==> src/rtl/core/gaeas_pkg.sv <==
// ---------------------------------------------------------------------------
// gaeas_pkg
// Shared constants and types for the advantage estimation stream core.
// ---------------------------------------------------------------------------
package gaeas_pkg;

   localparam int VALUE_WIDTH_DEFAULT = 32;
   localparam int FIELD_WIDTH         = 32;
   localparam int DATA_WIDTH          = 2 * FIELD_WIDTH;
   localparam int USER_WIDTH          = 2;
   localparam int FRAC_BITS           = 16;
   localparam int FACTOR_WIDTH        = 17;
   localparam int CSR_INDEX_WIDTH     = 2;
   localparam int MODE_WIDTH          = 2;

   localparam logic [FACTOR_WIDTH-1:0] ONE_Q16      = 17'd65536;
   localparam logic [FACTOR_WIDTH-1:0] GAMMA_RESET  = 17'd64880;
   localparam logic [FACTOR_WIDTH-1:0] LAMBDA_RESET = 17'd62259;

   // estimate modes
   localparam logic [MODE_WIDTH-1:0] MODE_TRAJECTORY = 2'd0;
   localparam logic [MODE_WIDTH-1:0] MODE_ESTIMATOR  = 2'd1;
   localparam logic [MODE_WIDTH-1:0] MODE_SUM        = 2'd2;

   // register indexes
   localparam logic [CSR_INDEX_WIDTH-1:0] CSR_GAMMA  = 2'd0;
   localparam logic [CSR_INDEX_WIDTH-1:0] CSR_LAMBDA = 2'd1;
   localparam logic [CSR_INDEX_WIDTH-1:0] CSR_MODE   = 2'd2;

   localparam logic signed [FIELD_WIDTH-1:0] FIELD_MAX = 32'sh7fff_ffff;
   localparam logic signed [FIELD_WIDTH-1:0] FIELD_MIN = 32'sh8000_0000;

   typedef struct packed {
      logic sum_mode;   // plain discounted sum
      logic carry_en;   // carry term taken into the accumulator
      logic restart;    // first item of a trajectory
   } step_ctl_type;

endpackage

==> src/rtl/core/gaeas_scale.sv <==
// ---------------------------------------------------------------------------
// gaeas_scale
// Signed value times unsigned Q1.16 factor, rounded half away from zero.
// ---------------------------------------------------------------------------
module gaeas_scale #(
   parameter int VALUE_WIDTH = gaeas_pkg::VALUE_WIDTH_DEFAULT
) (
   input  logic signed [VALUE_WIDTH-1:0]          value,
   input  logic [gaeas_pkg::FACTOR_WIDTH-1:0]     factor,
   output logic signed [VALUE_WIDTH-1:0]          product
);

   localparam int PW = VALUE_WIDTH + gaeas_pkg::FACTOR_WIDTH;

   logic                   neg;
   logic [VALUE_WIDTH-1:0] mag;
   logic [PW-1:0]          prod;
   logic [PW-1:0]          rounded;
   logic [VALUE_WIDTH-1:0] res_mag;

   // factor is at most one, so the magnitude never grows past the input's
   assign neg     = value[VALUE_WIDTH-1];
   assign mag     = neg ? (VALUE_WIDTH'(0) - value) : value;
   assign prod    = PW'(mag) * PW'(factor);
   assign rounded = prod + PW'(1 << (gaeas_pkg::FRAC_BITS - 1));
   assign res_mag = rounded[gaeas_pkg::FRAC_BITS +: VALUE_WIDTH];
   assign product = neg ? (VALUE_WIDTH'(0) - res_mag) : res_mag;

endmodule

==> src/rtl/core/gaeas_sat_add.sv <==
// ---------------------------------------------------------------------------
// gaeas_sat_add
// Saturating signed add or subtract at the internal value width.
// ---------------------------------------------------------------------------
module gaeas_sat_add #(
   parameter int VALUE_WIDTH = gaeas_pkg::VALUE_WIDTH_DEFAULT
) (
   input  logic signed [VALUE_WIDTH-1:0] a,
   input  logic signed [VALUE_WIDTH-1:0] b,
   input  logic                          sub,
   output logic signed [VALUE_WIDTH-1:0] y
);

   logic signed [VALUE_WIDTH:0] ax;
   logic signed [VALUE_WIDTH:0] bx;
   logic signed [VALUE_WIDTH:0] s;

   assign ax = {a[VALUE_WIDTH-1], a};
   assign bx = {b[VALUE_WIDTH-1], b};
   assign s  = sub ? (ax - bx) : (ax + bx);

   always_comb begin
      if (s[VALUE_WIDTH] != s[VALUE_WIDTH-1]) begin
         y = s[VALUE_WIDTH] ? {1'b1, {(VALUE_WIDTH-1){1'b0}}}
                            : {1'b0, {(VALUE_WIDTH-1){1'b1}}};
      end else begin
         y = s[VALUE_WIDTH-1:0];
      end
   end

endmodule

==> src/rtl/core/gaeas_delta.sv <==
// ---------------------------------------------------------------------------
// gaeas_delta
// Temporal difference stage: bootstraps from the later step and registers
// the delta together with the carry controls for the accumulator.
// ---------------------------------------------------------------------------
module gaeas_delta #(
   parameter int VALUE_WIDTH = gaeas_pkg::VALUE_WIDTH_DEFAULT
) (
   input  logic                                clock,
   input  logic                                reset,
   input  logic                                load,
   input  logic signed [VALUE_WIDTH-1:0]       reward,
   input  logic signed [VALUE_WIDTH-1:0]       value,
   input  logic                                not_done,
   input  logic                                final_step,
   input  logic [gaeas_pkg::MODE_WIDTH-1:0]    mode,
   input  logic [gaeas_pkg::FACTOR_WIDTH-1:0]  gamma_lim,
   output logic signed [VALUE_WIDTH-1:0]       delta_ff,
   output logic signed [VALUE_WIDTH-1:0]       value_ff,
   output gaeas_pkg::step_ctl_type             ctl_ff
);

   logic signed [VALUE_WIDTH-1:0] later_value_ff;
   logic                          later_not_done_ff;

   logic signed [VALUE_WIDTH-1:0] lv;
   logic                          lnd;
   logic signed [VALUE_WIDTH-1:0] boot_p;
   logic signed [VALUE_WIDTH-1:0] boot;
   logic signed [VALUE_WIDTH-1:0] rb;
   logic signed [VALUE_WIDTH-1:0] td;
   logic                          boot_en;
   gaeas_pkg::step_ctl_type       ctl_in;
   logic signed [VALUE_WIDTH-1:0] delta_in;

   // a new trajectory has no later step to bootstrap from
   assign lv  = final_step ? '0 : later_value_ff;
   assign lnd = final_step ? 1'b0 : later_not_done_ff;

   gaeas_scale #(.VALUE_WIDTH(VALUE_WIDTH)) u_boot (
      .value   (lv),
      .factor  (gamma_lim),
      .product (boot_p)
   );

   always_comb begin
      ctl_in.restart = final_step;
      unique case (mode)
         gaeas_pkg::MODE_SUM: begin
            boot_en         = 1'b0;
            ctl_in.sum_mode = 1'b1;
            ctl_in.carry_en = 1'b1;
         end
         gaeas_pkg::MODE_ESTIMATOR: begin
            boot_en         = not_done;
            ctl_in.sum_mode = 1'b0;
            ctl_in.carry_en = 1'b1;
         end
         default: begin
            boot_en         = lnd;
            ctl_in.sum_mode = 1'b0;
            ctl_in.carry_en = not_done;
         end
      endcase
   end

   assign boot = boot_en ? boot_p : '0;

   gaeas_sat_add #(.VALUE_WIDTH(VALUE_WIDTH)) u_add_boot (
      .a   (reward),
      .b   (boot),
      .sub (1'b0),
      .y   (rb)
   );

   gaeas_sat_add #(.VALUE_WIDTH(VALUE_WIDTH)) u_sub_value (
      .a   (rb),
      .b   (value),
      .sub (1'b1),
      .y   (td)
   );

   // the discounted sum feeds the reward straight into the accumulator
   assign delta_in = ctl_in.sum_mode ? reward : td;

   always_ff @(posedge clock) begin
      if (reset) begin
         later_value_ff    <= '0;
         later_not_done_ff <= 1'b0;
      end else if (load) begin
         later_value_ff    <= value;
         later_not_done_ff <= not_done;
      end
   end

   always_ff @(posedge clock) begin
      if (load) begin
         delta_ff <= delta_in;
         value_ff <= value;
         ctl_ff   <= ctl_in;
      end
   end

endmodule

==> src/rtl/core/gaeas_accum.sv <==
// ---------------------------------------------------------------------------
// gaeas_accum
// Running advantage: scales the held accumulator and adds the new delta.
// ---------------------------------------------------------------------------
module gaeas_accum #(
   parameter int VALUE_WIDTH = gaeas_pkg::VALUE_WIDTH_DEFAULT
) (
   input  logic                                clock,
   input  logic                                reset,
   input  logic                                load,
   input  logic signed [VALUE_WIDTH-1:0]       delta,
   input  logic signed [VALUE_WIDTH-1:0]       value,
   input  gaeas_pkg::step_ctl_type             ctl,
   input  logic [gaeas_pkg::FACTOR_WIDTH-1:0]  gamma_lim,
   input  logic [gaeas_pkg::FACTOR_WIDTH-1:0]  gamma_lambda,
   output logic signed [VALUE_WIDTH-1:0]       acc_ff,
   output logic signed [VALUE_WIDTH-1:0]       value_ff,
   output logic                                sum_mode_ff
);

   logic signed [VALUE_WIDTH-1:0]      prev;
   logic [gaeas_pkg::FACTOR_WIDTH-1:0] factor;
   logic signed [VALUE_WIDTH-1:0]      carry_p;
   logic signed [VALUE_WIDTH-1:0]      carry;
   logic signed [VALUE_WIDTH-1:0]      acc_in;

   // acc_ff doubles as the running advantage across items
   assign prev   = ctl.restart ? '0 : acc_ff;
   assign factor = ctl.sum_mode ? gamma_lim : gamma_lambda;

   gaeas_scale #(.VALUE_WIDTH(VALUE_WIDTH)) u_carry (
      .value   (prev),
      .factor  (factor),
      .product (carry_p)
   );

   assign carry = ctl.carry_en ? carry_p : '0;

   gaeas_sat_add #(.VALUE_WIDTH(VALUE_WIDTH)) u_acc (
      .a   (delta),
      .b   (carry),
      .sub (1'b0),
      .y   (acc_in)
   );

   always_ff @(posedge clock) begin
      if (reset) begin
         acc_ff <= '0;
      end else if (load) begin
         acc_ff <= acc_in;
      end
   end

   always_ff @(posedge clock) begin
      if (load) begin
         value_ff    <= value;
         sum_mode_ff <= ctl.sum_mode;
      end
   end

endmodule

==> src/rtl/core/gaeas_out.sv <==
// ---------------------------------------------------------------------------
// gaeas_out
// Result register: forms advantage and return and clamps them to 32 bits.
// ---------------------------------------------------------------------------
module gaeas_out #(
   parameter int VALUE_WIDTH = gaeas_pkg::VALUE_WIDTH_DEFAULT
) (
   input  logic                                   clock,
   input  logic                                   load,
   input  logic signed [VALUE_WIDTH-1:0]          acc,
   input  logic signed [VALUE_WIDTH-1:0]          value,
   input  logic                                   sum_mode,
   output logic [gaeas_pkg::FIELD_WIDTH-1:0]      advantage_ff,
   output logic [gaeas_pkg::FIELD_WIDTH-1:0]      return_ff
);

   localparam int EW = (VALUE_WIDTH > gaeas_pkg::FIELD_WIDTH) ? VALUE_WIDTH
                                                              : gaeas_pkg::FIELD_WIDTH;
   localparam logic signed [EW-1:0] OUT_MAX = EW'(gaeas_pkg::FIELD_MAX);
   localparam logic signed [EW-1:0] OUT_MIN = EW'(gaeas_pkg::FIELD_MIN);

   function automatic logic [gaeas_pkg::FIELD_WIDTH-1:0] clamp_field(
      input logic signed [VALUE_WIDTH-1:0] a
   );
      logic signed [EW-1:0] x;
      x = EW'(a);
      if (x > OUT_MAX) begin
         clamp_field = gaeas_pkg::FIELD_MAX;
      end else if (x < OUT_MIN) begin
         clamp_field = gaeas_pkg::FIELD_MIN;
      end else begin
         clamp_field = x[gaeas_pkg::FIELD_WIDTH-1:0];
      end
   endfunction

   logic signed [VALUE_WIDTH-1:0] diff;
   logic signed [VALUE_WIDTH-1:0] total;
   logic signed [VALUE_WIDTH-1:0] adv_w;
   logic signed [VALUE_WIDTH-1:0] ret_w;

   gaeas_sat_add #(.VALUE_WIDTH(VALUE_WIDTH)) u_diff (
      .a   (acc),
      .b   (value),
      .sub (1'b1),
      .y   (diff)
   );

   gaeas_sat_add #(.VALUE_WIDTH(VALUE_WIDTH)) u_total (
      .a   (acc),
      .b   (value),
      .sub (1'b0),
      .y   (total)
   );

   // discounted sum is the return; the advantage is taken against the value
   assign adv_w = sum_mode ? diff : acc;
   assign ret_w = sum_mode ? acc : total;

   always_ff @(posedge clock) begin
      if (load) begin
         advantage_ff <= clamp_field(adv_w);
         return_ff    <= clamp_field(ret_w);
      end
   end

endmodule

==> src/rtl/core/gae_advantage_stream_core.sv <==
// ---------------------------------------------------------------------------
// gae_advantage_stream_core
// Generalised advantage estimation over a trajectory streamed in reverse.
//
// Channel  Dir  Handshake         Contents
// req      in   tvalid/tready     tdata: reward_in, value_in; tuser: not_done, final_step
// rsp      out  tvalid/tready     tdata: advantage_out, return_out
// csr      in   csr_wen           csr_index selects register, csr_wdata written
//
// One item per cycle sustained while results are taken; an item that is accepted
// passes through the input register, delta stage, accumulator stage and result register.
// The accumulator loop, one scaling multiply and one saturating add, sets the
// cycle. Each stage refills as soon as the one after it moves, so a stalled
// result holds only the items behind it. Reset clears the valid bits and the
// running state and restores the register defaults.
// ---------------------------------------------------------------------------
module gae_advantage_stream_core #(
   parameter int VALUE_WIDTH = gaeas_pkg::VALUE_WIDTH_DEFAULT
) (
   input  logic                                     clock,
   input  logic                                     reset,
   // reward_in [31:0], value_in [63:32]
   input  logic [gaeas_pkg::DATA_WIDTH-1:0]         req_tdata,
   // not_done [0], final_step [1]
   input  logic [gaeas_pkg::USER_WIDTH-1:0]         req_tuser,
   input  logic                                     req_tvalid,
   output logic                                     req_tready,
   // advantage_out [31:0], return_out [63:32]
   output logic [gaeas_pkg::DATA_WIDTH-1:0]         rsp_tdata,
   output logic                                     rsp_tvalid,
   input  logic                                     rsp_tready,
   input  logic                                     csr_wen,
   input  logic [gaeas_pkg::CSR_INDEX_WIDTH-1:0]    csr_index,
   input  logic [gaeas_pkg::FACTOR_WIDTH-1:0]       csr_wdata
);

   localparam int FW = gaeas_pkg::FIELD_WIDTH;
   localparam int KW = gaeas_pkg::FACTOR_WIDTH;
   localparam int EW = (VALUE_WIDTH > FW) ? VALUE_WIDTH : FW;
   localparam logic signed [VALUE_WIDTH-1:0] VAL_MAX = {1'b0, {(VALUE_WIDTH-1){1'b1}}};
   localparam logic signed [VALUE_WIDTH-1:0] VAL_MIN = {1'b1, {(VALUE_WIDTH-1){1'b0}}};
   localparam logic signed [EW-1:0] VAL_MAX_E = EW'(VAL_MAX);
   localparam logic signed [EW-1:0] VAL_MIN_E = EW'(VAL_MIN);

   function automatic logic signed [VALUE_WIDTH-1:0] clamp_value(
      input logic signed [FW-1:0] a
   );
      logic signed [EW-1:0] x;
      x = EW'(a);
      if (x > VAL_MAX_E) begin
         clamp_value = VAL_MAX;
      end else if (x < VAL_MIN_E) begin
         clamp_value = VAL_MIN;
      end else begin
         clamp_value = x[VALUE_WIDTH-1:0];
      end
   endfunction

   function automatic logic [KW-1:0] limit_factor(input logic [KW-1:0] f);
      limit_factor = (f > gaeas_pkg::ONE_Q16) ? gaeas_pkg::ONE_Q16 : f;
   endfunction

   // configuration
   logic [KW-1:0]                       gamma_ff;
   logic [KW-1:0]                       lambda_ff;
   logic [gaeas_pkg::MODE_WIDTH-1:0]    mode_ff;
   logic [KW-1:0]                       gamma_lim_ff;
   logic [KW-1:0]                       gamma_lambda_ff;
   logic [KW-1:0]                       gamma_lim_in;
   logic [KW-1:0]                       lambda_lim_in;
   logic [2*KW-1:0]                     gl_prod;
   logic [KW-1:0]                       gamma_lambda_in;

   // pipeline valid bits and advance strobes
   logic v1_ff, v2_ff, v3_ff, out_v_ff;
   logic ld1, ld2, ld3, ld_out;

   // input register
   logic signed [VALUE_WIDTH-1:0] reward_ff;
   logic signed [VALUE_WIDTH-1:0] value_ff;
   logic                          not_done_ff;
   logic                          final_ff;

   // stage links
   logic signed [VALUE_WIDTH-1:0] s2_delta;
   logic signed [VALUE_WIDTH-1:0] s2_value;
   gaeas_pkg::step_ctl_type       s2_ctl;
   logic signed [VALUE_WIDTH-1:0] s3_acc;
   logic signed [VALUE_WIDTH-1:0] s3_value;
   logic                          s3_sum_mode;
   logic [FW-1:0]                 adv_ff;
   logic [FW-1:0]                 ret_ff;

   always_ff @(posedge clock) begin
      if (reset) begin
         gamma_ff  <= gaeas_pkg::GAMMA_RESET;
         lambda_ff <= gaeas_pkg::LAMBDA_RESET;
         mode_ff   <= gaeas_pkg::MODE_TRAJECTORY;
      end else if (csr_wen) begin
         unique case (csr_index)
            gaeas_pkg::CSR_GAMMA:  gamma_ff  <= csr_wdata;
            gaeas_pkg::CSR_LAMBDA: lambda_ff <= csr_wdata;
            gaeas_pkg::CSR_MODE:   mode_ff   <= csr_wdata[gaeas_pkg::MODE_WIDTH-1:0];
            default: ;
         endcase
      end
   end

   // factors above one act as one; gamma*lambda rounded to Q1.16
   assign gamma_lim_in    = limit_factor(gamma_ff);
   assign lambda_lim_in   = limit_factor(lambda_ff);
   assign gl_prod         = (2*KW)'(gamma_lim_in) * (2*KW)'(lambda_lim_in)
                            + (2*KW)'(1 << (gaeas_pkg::FRAC_BITS - 1));
   assign gamma_lambda_in = gl_prod[gaeas_pkg::FRAC_BITS +: KW];

   always_ff @(posedge clock) begin
      gamma_lim_ff    <= gamma_lim_in;
      gamma_lambda_ff <= gamma_lambda_in;
   end

   // advance a stage when it is empty or its successor moves on
   assign ld_out     = v3_ff & (~out_v_ff | rsp_tready);
   assign ld3        = v2_ff & (~v3_ff | ld_out);
   assign ld2        = v1_ff & (~v2_ff | ld3);
   assign req_tready = ~v1_ff | ld2;
   assign ld1        = req_tvalid & req_tready;

   always_ff @(posedge clock) begin
      if (reset) begin
         v1_ff    <= 1'b0;
         v2_ff    <= 1'b0;
         v3_ff    <= 1'b0;
         out_v_ff <= 1'b0;
      end else begin
         v1_ff    <= ld1 | (v1_ff & ~ld2);
         v2_ff    <= ld2 | (v2_ff & ~ld3);
         v3_ff    <= ld3 | (v3_ff & ~ld_out);
         out_v_ff <= ld_out | (out_v_ff & ~rsp_tready);
      end
   end

   always_ff @(posedge clock) begin
      if (ld1) begin
         reward_ff   <= clamp_value(req_tdata[FW-1:0]);
         value_ff    <= clamp_value(req_tdata[2*FW-1:FW]);
         not_done_ff <= req_tuser[0];
         final_ff    <= req_tuser[1];
      end
   end

   gaeas_delta #(.VALUE_WIDTH(VALUE_WIDTH)) u_delta (
      .clock      (clock),
      .reset      (reset),
      .load       (ld2),
      .reward     (reward_ff),
      .value      (value_ff),
      .not_done   (not_done_ff),
      .final_step (final_ff),
      .mode       (mode_ff),
      .gamma_lim  (gamma_lim_ff),
      .delta_ff   (s2_delta),
      .value_ff   (s2_value),
      .ctl_ff     (s2_ctl)
   );

   gaeas_accum #(.VALUE_WIDTH(VALUE_WIDTH)) u_accum (
      .clock        (clock),
      .reset        (reset),
      .load         (ld3),
      .delta        (s2_delta),
      .value        (s2_value),
      .ctl          (s2_ctl),
      .gamma_lim    (gamma_lim_ff),
      .gamma_lambda (gamma_lambda_ff),
      .acc_ff       (s3_acc),
      .value_ff     (s3_value),
      .sum_mode_ff  (s3_sum_mode)
   );

   gaeas_out #(.VALUE_WIDTH(VALUE_WIDTH)) u_out (
      .clock        (clock),
      .load         (ld_out),
      .acc          (s3_acc),
      .value        (s3_value),
      .sum_mode     (s3_sum_mode),
      .advantage_ff (adv_ff),
      .return_ff    (ret_ff)
   );

   assign rsp_tdata  = {ret_ff, adv_ff};
   assign rsp_tvalid = out_v_ff;

`ifndef SYNTH
   // input back-pressure only when every stage is full and the result is held
   a_stall_full: assert property (@(posedge clock) disable iff (reset)
      !req_tready |-> v1_ff && v2_ff && v3_ff && rsp_tvalid && !rsp_tready)
      else $error("input stalled with a free stage");

   a_result_source: assert property (@(posedge clock) disable iff (reset)
      $rose(rsp_tvalid) |-> $past(v3_ff))
      else $error("result raised without an accumulated item");

   a_reset_empty: assert property (@(posedge clock)
      reset |=> !rsp_tvalid && !v1_ff && !v2_ff && !v3_ff)
      else $error("pipeline not empty after reset");

   a_drain: assert property (@(posedge clock) disable iff (reset)
      rsp_tvalid && rsp_tready && !v3_ff |=> !rsp_tvalid)
      else $error("result repeated after it was taken");
`endif

endmodule
==> config.mk <==
export PLATFORM = sky130hd
export DESIGN_NAME = gae_advantage_stream_core
export DESIGN_NICKNAME = d
export VERILOG_FILES = /design/src/rtl/core/gaeas_pkg.sv /design/src/rtl/core/gaeas_scale.sv /design/src/rtl/core/gaeas_sat_add.sv /design/src/rtl/core/gaeas_delta.sv /design/src/rtl/core/gaeas_accum.sv /design/src/rtl/core/gaeas_out.sv /design/src/rtl/core/gae_advantage_stream_core.sv
export SDC_FILE = /design/constraint.sdc
export NUM_CORES = 2
export LEC_CHECK = 0
export ABC_AREA = 1
export BUFFER_PORTS_ARGS = -buffer_cell sky130_fd_sc_hd__buf_2
export CAP_MARGIN = 0
export CORE_ASPECT_RATIO = 0.7
export CORE_UTILIZATION = 55
export CTS_CLUSTER_DIAMETER = 30
export CTS_CLUSTER_SIZE = 24
export DETAILED_ROUTE_END_ITERATION = 10
export HOLD_SLACK_MARGIN = 0.03
export PLACE_DENSITY = 0.75
export RECOVER_POWER = 25
export SLEW_MARGIN = 15
export SYNTH_ARGS = -nofsm -noshare
export SYNTH_HDL_FRONTEND = slang
export SYNTH_SLANG_ARGS = --single-unit
==> constraint.sdc <==
create_clock -name clock -period 26.1 [get_ports clock]
set_clock_uncertainty 0.15 [all_clocks]
set_input_delay 5.22 -clock clock [delete_from_list [all_inputs] [get_ports clock]]
set_output_delay 5.22 -clock clock [all_outputs]
set_load 0.01 [all_outputs]
==> qor.txt <==
final non-filler cell area: 76300 µm²
Port Buffers: 155
vias in the first global route: 62800
Worst setup EP type: flip-flop
CTS tree: done
first-pass GRT wire length: 405 mm
Ys Warns: 0
first drt pass iteration count: 7
Worst Tran Pin Value: 1.72 ns
final setup violating endpoints: 0
Site Rows: 110
core area: 129000 µm²
Top-Level Pins: 156
largest vdd supply drop: 212 µV
CP arrival: 16.61 ns
Die Ht: 304 µm
max-cap violation count: 2
Clk Latency, worst-skew pair: 0.69 ns
drt via density: 5.73
CTS Sinks: 369
count of cell types in the netlist: 73
final hold viol count: 0
Max-slew headroom: -14.8%
initial antenna violation count: 15
Starting Density: 55.6%
gpl congestion: 1.08
Reg clk slew, reported paths: 0.05 ns
pwr dens: 138 nW/µm²
top routing layer used: met5
CP max FO: 31
CTS Root Cell: clkbuf_16
detailed placement HPWL: 227 mm
Mapped Area: 71700 µm²
dpl cells: 11200
CTS resizes: 0
layout cells sized above 1: 5.37%
Met3 Wirelength: 47.5 mm
status: complete, but fails checks
RSZ-0062 raised after global routing: false
total CTS buffers: 72
syn avg cell area: 7.50 µm²
Synth Register Bits: 369
total track usage: 41.8%
Startpoint Class: flip-flop
Async SR Flop Fraction: 0%
Post-synth EDFFs: 230
Routed WL per cell: 24.1 µm
Area Overhead vs Synth: 6.38%
die width: 434 µm
failing checks: capacitance limit, slew limit
H-tree level count: 3
Critical Path RT: 26.43 ns
Hold-fix buffers, CTS: 0
crit path kind: flip-flop to flip-flop
routed wire length: 272 mm
Worst Hold Class: flip-flop to flip-flop
Final Non-Filler Cells: 11300
sequential area share after synthesis: 13.5%
post-CTS setup buffer count: 0
setup TNS: 0 ns
largest net degree at the start of global routing: 93
Mapped Nets: 11300
reg2reg setup slack: 9.82 ns
ys flop type: edfxtp_1
Detail Route Antenna Nets: 0
grt ovf: 0
WL met2: 97.2 mm
M1 WL: 118 mm
fin nets: 11300
area post-placement: 73700 µm²
Iter 0 DRT Violations: 8373
die area: 132000 µm²
minimum clock period: 16.28 ns
max incr delay on CP: 1.12 ns
Pleak: 38.8 nW
highest-delay cell along the critical path: clkbuf_1
Max Root-Sink Buffers: 3
Mapped Cells: 9559
Max Freq: 61.4 MHz
drt drc: 0
fin. max-slew vios: 66
DR vias: 64800
Final period util: 62.4%
-- power breakdown --
part	switching [mW]	internal (mW)	leakage, nW	total, mW
logic	5.99	2.74	34.2	8.73
clock network	0.382	0.609	1.27	0.991
registers	0.0599	0.752	3.31	0.811
total	6.43	4.10	38.8	10.5
-- synthesized netlist by cell type, drive strengths merged, types with 22 or more instances --
cell type	n	area, µm²
clkbuf	280	1050
a31oi	22	138
nand2	2166	8280
xor2	132	1170
a21oi	495	2510
dfxtp	139	2780
clkinv	23	86.3
edfxtp	230	6910
o21ai	373	1910
nand4	50	325
inv	1993	7500
nor2	1253	4830
ha	562	7030
fa	1124	22500
nand3b	31	236
o21a	40	300
xnor2	61	553
buf	76	494
nor3	81	437
nand3	270	1440
o21bai	31	240
nor4	29	203
-- cell type report --
class	count	area (µm²)
Antenna cell	10	25.0
Clock buffer	78	1860
Clock inverter	55	738
Fill cell	11900	52700
Inverter	2016	7580
Multi-Input combinational cell	6811	52900
Sequential cell	369	9690
Tap cell	1736	2170
Timing Repair Buffer	231	1330
-- path summary, 6_finish.rpt --
path | start | end | cells after the start
worst min register to register | u_delta.value_ff[15] | u_accum.value_ff[15] | 0
worst min-delay path | u_delta.value_ff[15] | u_accum.value_ff[15] | 0
worst max-delay path | final_ff | u_delta.delta_ff[19] | 63
worst max register to register | final_ff | u_delta.delta_ff[19] | 63
-- registers in the layout, summed over array words and instances, names as in the netlist, 2 cells and up --
signal and cells:
u_accum.value_ff 32, u_delta.ctl_ff 3, u_delta.delta_ff 32, lambda_ff 17, u_delta.value_ff 32, mode_ff 2
u_delta.later_value_ff 32, reward_ff 32, gamma_lambda_ff 17, u_out.advantage_ff 32, gamma_ff 17, value_ff 32
u_out.return_ff 32, gamma_lim_ff 17, u_accum.acc_ff 32
-- placed cells by master, fill, tap and decap left out, types with 27 or more instances in the layout --
master / instances
edfxtp_1: 230
ha_1: 562
o21ai_0: 336
o21a_1: 40
nand3_1: 257
clkbuf_16: 73
buf_2: 154
xor2_1: 131
nand2_1: 2127
nand3b_1: 30
o21bai_1: 29
nor3_1: 76
clkinv_1: 28
buf_4: 72
nand2_2: 32
fa_1: 1124
nor2_1: 1219
dfxtp_1: 138
inv_1: 1962
nand4_1: 48
a21oi_1: 489
nor4_1: 27
xnor2_1: 60
-- worst max-delay path, delay by kind of cell, from the launching register on --
family / cells / cell delay, ns
AND/OR/NAND/NOR: 24 / 4.28
XOR/XNOR: 2 / 0.53
adder cells (fa/ha/maj): 10 / 4.41
buffers and inverters: 14 / 3.79
AO/OA/AOI/OAI: 13 / 2.52
flip-flops: 1 / 0.31
-- cells by family (layout without fill, tap and decap cells) --
| group | Yosys count | count (layout) | share of synthesized area [%] |
|---|---|---|---|
| simple gates | 3899 | 3899 | 22.1 |
| buf+inv | 2379 | 2380 | 12.8 |
| fa+ha+maj | 1686 | 1686 | 41.2 |
| compound gates | 1033 | 1033 | 7.90 |
| flops | 369 | 369 | 13.5 |
| xor+xnor | 193 | 193 | 2.41 |
| other cells | 0 | 10 | 0 |
-- stage by stage --
| stage | hold slack [ns] | setup WS [ns] | power, mW | utilization (%) |
|---|---|---|---|---|
| finish | 0.264 | 9.82 | 10.5 | 59.1 |
| global route | 0.274 | 9.03 | 11.3 | 59.1 |
| CTS | 0.264 | 11.09 | 10.2 | 59.1 |
| detailed placement | 0.255 | 11.18 | 9.11 | 57.1 |
| global placement | 0.250 | 11.21 | 9.09 | 57.1 |
| floorplan | 0.250 | 14.23 | 6.31 | - |
-- routing by layer --
layer  vias to the layer above  track usage (%)
met5                         -             3.79
met4                        10             11.6
met3                       453             21.0
met2                      4177             51.0
met1                     31300             62.8
li1                      28800                -
(Power assumes the default switching activity.)
